<file path="config.mk">
export PLATFORM = sky130hd
export DESIGN_NAME = rpb_cell
export DESIGN_NICKNAME = d
export VERILOG_FILES = /design/src/hdl/rpb_pkg.sv /design/src/hdl/rpb_cell.sv
export SDC_FILE = /design/constraint.sdc
export NUM_CORES = 2
export LEC_CHECK = 0
export BUFFER_PORTS_ARGS = -buffer_cell sky130_fd_sc_hd__buf_2
export CAP_MARGIN = 40
export CORE_MARGIN = 5
export CORE_UTILIZATION = 63
export CTS_CLUSTER_DIAMETER = 100
export CTS_CLUSTER_SIZE = 25
export DETAILED_ROUTE_END_ITERATION = 10
export GPL_ROUTABILITY_DRIVEN = 0
export PLACE_DENSITY = 0.93
export SETUP_SLACK_MARGIN = 0.2
export SLEW_MARGIN = 20
export SYNTH_ARGS = -nofsm -noshare
export SYNTH_HDL_FRONTEND = slang
export SYNTH_SLANG_ARGS = --single-unit
</file>
<file path="constraint.sdc">
create_clock -name clk_i -period 42.1 [get_ports clk_i]
set_clock_uncertainty 0.05 [all_clocks]
set_input_delay 8.42 -clock clk_i [delete_from_list [all_inputs] [get_ports clk_i]]
set_output_delay 8.42 -clock clk_i [all_outputs]
set_load 0.01 [all_outputs]
</file>
<file path="src/hdl/rpb_pkg.sv">
`timescale 1ns / 1ps
package rpb_pkg;

  localparam int CoordW = 16;
  localparam int NumCoords = 4;
  localparam int RowW = 64;
  localparam int SlotW = 6;
  localparam int DimW = 3;
  localparam int ThrW = 35;
  localparam int SqW = 2 * (CoordW + 1);
  localparam int DistW = SqW + 2;

  localparam logic HIT_BIT = 1'b1;
  localparam logic MISS_BIT = 1'b0;

  localparam logic CFG_THRESHOLD_SQ = 1'b0;
  localparam logic CFG_DIMS_USED = 1'b1;

  typedef logic signed [CoordW-1:0] coord_t;

  // Item travelling down the cell chain.
  typedef struct packed {
    logic vld;
    logic ovf;
    logic [SlotW-1:0] slot;
    logic [DimW-1:0] dims;
    coord_t [NumCoords-1:0] pt;
    logic [RowW-1:0] row;
  } probe_t;

endpackage

</file>
<file path="src/hdl/rpb_cell.sv">
`timescale 1ns / 1ps
module rpb_cell #(
  parameter int K = 0
) (
  input  logic clk_i,
  input  logic rst_ni,
  input  logic en_i,
  input  logic [rpb_pkg::ThrW-1:0] thr_i,
  input  rpb_pkg::probe_t probe_i,
  output rpb_pkg::probe_t probe_o
);

  localparam logic [rpb_pkg::SlotW-1:0] Idx = rpb_pkg::SlotW'(K);

  rpb_pkg::coord_t [rpb_pkg::NumCoords-1:0] pt_q;
  rpb_pkg::coord_t [rpb_pkg::NumCoords-1:0] ref_pt;
  rpb_pkg::probe_t probe_q, probe_d;
  logic [rpb_pkg::DistW-1:0] dist_sum;
  logic hit, mine;

  assign mine = probe_i.vld && !probe_i.ovf && (probe_i.slot == Idx);

  // Own slot compares with the incoming point itself (write-first).
  assign ref_pt = mine ? probe_i.pt : pt_q;

  always_comb begin
    logic signed [rpb_pkg::CoordW:0] diff;
    logic [rpb_pkg::SqW-1:0] sq;
    dist_sum = '0;
    for (int d = 0; d < rpb_pkg::NumCoords; d++) begin
      diff = (rpb_pkg::CoordW+1)'(probe_i.pt[d]) - (rpb_pkg::CoordW+1)'(ref_pt[d]);
      sq = $unsigned(rpb_pkg::SqW'(diff) * rpb_pkg::SqW'(diff));
      if (rpb_pkg::DimW'(d) < probe_i.dims) begin
        dist_sum = dist_sum + rpb_pkg::DistW'(sq);
      end
    end
  end

  assign hit = probe_i.vld && !probe_i.ovf && (Idx <= probe_i.slot)
               && ({1'b0, dist_sum} < {{(rpb_pkg::DistW+1-rpb_pkg::ThrW){1'b0}}, thr_i});

  always_comb begin
    probe_d = probe_i;
    probe_d.row[K] = hit ? rpb_pkg::HIT_BIT : rpb_pkg::MISS_BIT;
  end

  always_ff @(posedge clk_i or negedge rst_ni) begin
    if (!rst_ni) begin
      probe_q <= '0;
    end else if (en_i) begin
      probe_q <= probe_d;
    end
  end

  always_ff @(posedge clk_i) begin
    if (en_i && mine) begin
      pt_q <= probe_i.pt;
    end
  end

  assign probe_o = probe_q;

endmodule

</file>
==> out/summary.txt <==
Compound-Gate Fraction of Synth Area: 0.0901
Max Cap Viol: 0
Die ar.: 95,100 um2
Synth async-reset ratio: 0.685
RSZ-0062 raised after global routing: no
Largest net degree at the start of global routing: 70
Top delay family on crit path: compound AO/OA/AOI/OAI gates
Grt ovf: 0
Fin crit period: 26,970 ps
Fin. Hold Viols: 0
DP HPWL: 130,000 um
PostCTS Resize Cnt: 0
Multi-input gate area: 44,700 um2
Uppermost layer routed: met5
Worst EP required: 42,450 ps
GRT Overall Usage: 0.331
Simple-gate share of the synthesized area: 0.107
Global-route wire length before repair: 252,000 um
# IOs: 316
DIE HEIGHT: 308 um
Share of cells above drive strength 1: 0.0990
Routed met1 length: 52,500 um
Worst Hold Class: flop to flop
Syn Inst Count: 6,062
Main combinational cell family by area after synthesis: adder cells
Remaining DRCs: 0
Setup_tns: 0 ps
CTS tree: yes
Critical path peak fanout: 25
Setup violators final: 0
Initial Util: 0.634
Setup CP Type: primary input to flop
Post-CTS Hold Buffers: 0
Mux contribution to synthesized area: 0.0440
Critical Path AT: 27,320 ps
DRT iter0 DRCs: 4,420
Setup crit end kind: flop
Critical Path Source Type: primary input
Nets: 8,116
Syn Nets: 7,863
Synthesized area per cell: 9.25 um2
Total number of vias: 45.1k
Yosys cell types: 97
CTS Buf Count: 14
Post-synthesis xor/xnor area fraction: 0.0470
CORE AREA: 88,400 um2
Synthesis warning total: 0
Number of routed nets with antenna violations: 0
Worst-path clk slew: 100 ps
Max Clock Freq: 37.1 MHz
Vias in the first global route: 50.5k
Row cnt: 109
Synth Cell Area: 56,100 um2
Layout area overhead: 6.33%
EDFF count, synth: 64
Worst-skew pair later-pin latency: 540 ps
Slew Limit Fails: 0
Least-Margin Pin Slew: 857 ps
Routed wl met3: 17,400 um
Crit path buf inv count: 11
Total length of routed wires: 158,000 um
Chip Width: 308 um
Vias per std cell: 6.02
Met2 wire length: 75,400 um
Most frequent CP cell: inv_1
Post-Synth Adder-Cell Area: 0.508
Register area: 5400 um2
Setup bufs post-CTS: 0
First-pass DRT Iterations: 6
Status: complete, no violations
Seq/Total Area, Yosys: 0.0963
Clock root buffer: clkbuf_16
Buffers on Ports: 314
Max incr delay on CP: 700 ps
Max Root-Sink Buffers: 3
Most used flip-flop cell after synthesis: dfrtp_1
Slew HR: 0.428
Number of synthesized register bits: 203
H-tree Lvls: 1
Antenna violations before repair: 4
Part of the cycle the worst path needs: 0.641
Drt wl/cell: 21.0 um
CP max stage cell: nand3_4
Filler cells: 6,072
CTS sink count: 203
[cell type report]
type,instances,share of cell area
multi-input combinational,4254,0.749
inverter,1461,0.0920
sequential,203,0.0906
timing repair buffer,381,0.0360
tap,1165,0.0244
clock buffer,19,0.00636
clock inverter,5,0.00155
antenna,2,0.0000839
[final timing paths]
kind                                   start            to  slack [ps]  cells past startpoint
min in group asynchronous             rst_ni  probe_o[130]        7850                      1
max in group asynchronous             rst_ni   probe_o[86]       32940                      3
worst max-delay path            probe_i[136]    probe_o[0]       15130                     69
worst min register to register   probe_o[77]   probe_o[77]         460                      1
worst max register to register       pt_q[0]    probe_o[0]       24730                     66
worst min-delay path             probe_o[77]   probe_o[77]         460                      1
[cells in the mapped netlist (18+ instances only)]
cell type  number  area [um2]
o211ai_1       20         150
o21ai_0       114         571
dfrtp_1       139        3480
clkbuf_1      117         439
and2_1         92         576
and3_1         30         188
fa_1         1085       21700
edfxtp_1       64        1920
mux2i_1        71         711
nor2_1        470        1760
nand2_1       476        1790
o21bai_1       32         240
a21oi_1       239        1200
a31oi_1        25         156
a211oi_1       22         165
nor2b_1        33         206
o31ai_1        18         135
mux2_2        155        1750
nand2b_1       52         325
nand3_1        58         290
a21o_1        111         833
xnor2_1       211        1850
xor2_1         84         736
inv_1        1442        5410
o21a_1         32         240
ha_1          539        6740
nor3_1         47         235
[kinds of logic (layout without fill, tap and decap cells)]
kind of cell             count (synthesis)  after routing
AND/OR/NAND/NOR                       1346           1346
multiplexers                           227            227
other                                    0              2
adder cells (fa/ha/maj)               1624           1624
XOR/XNOR                               298            298
buffers and inverters                 1605           1866
AO/OA/AOI/OAI                          759            759
flip-flops                             203            203
[per-stage QoR]
stage	area, um2	worst slack (ps)	util	hold WS [ps]	std cells
2_1_floorplan	56100	19440	-	501	6062
3_3_place_gp	59000	15510	0.667	434	7450
3_5_place_dp	59000	15190	0.668	440	7454
4_1_cts	59500	15550	0.673	462	7478
5_1_grt	59600	13910	0.675	470	7488
6_report	59600	15130	0.675	456	7490
[layer usage]
metal  up-vias  GRT usage
met5         -          0
met4         6      0.202
met3       878     0.0845
met2      2941      0.560
met1     22000      0.378
li1      19400          -
[sequential cells by signal, summed over array words and instances, names as in the netlist]
signal / count
probe_o: 139
pt_q: 64
[cell usage in the layout (no fill, tap or decap), types with 25 or more instances in the layout]
cell      instances
xnor2_1         210
xor2_1           84
mux2i_1          71
fa_1           1085
a21o_1          111
buf_2           312
o21bai_1         32
nand2b_1         52
nand2_1         476
nand3_1          57
nor2_1          467
edfxtp_1         64
o21ai_0         114
a21oi_1         239
nor3_1           47
mux2_2          155
inv_1          1442
buf_4            58
a31oi_1          25
and2_1           92
o21a_1           32
dfrtp_1         139
nor2b_1          33
ha_1            539
and3_1           30
Power is left out: the tool's default activity adds up to more than one toggle a clock period on the data nets, which glitch-free logic cannot reach.
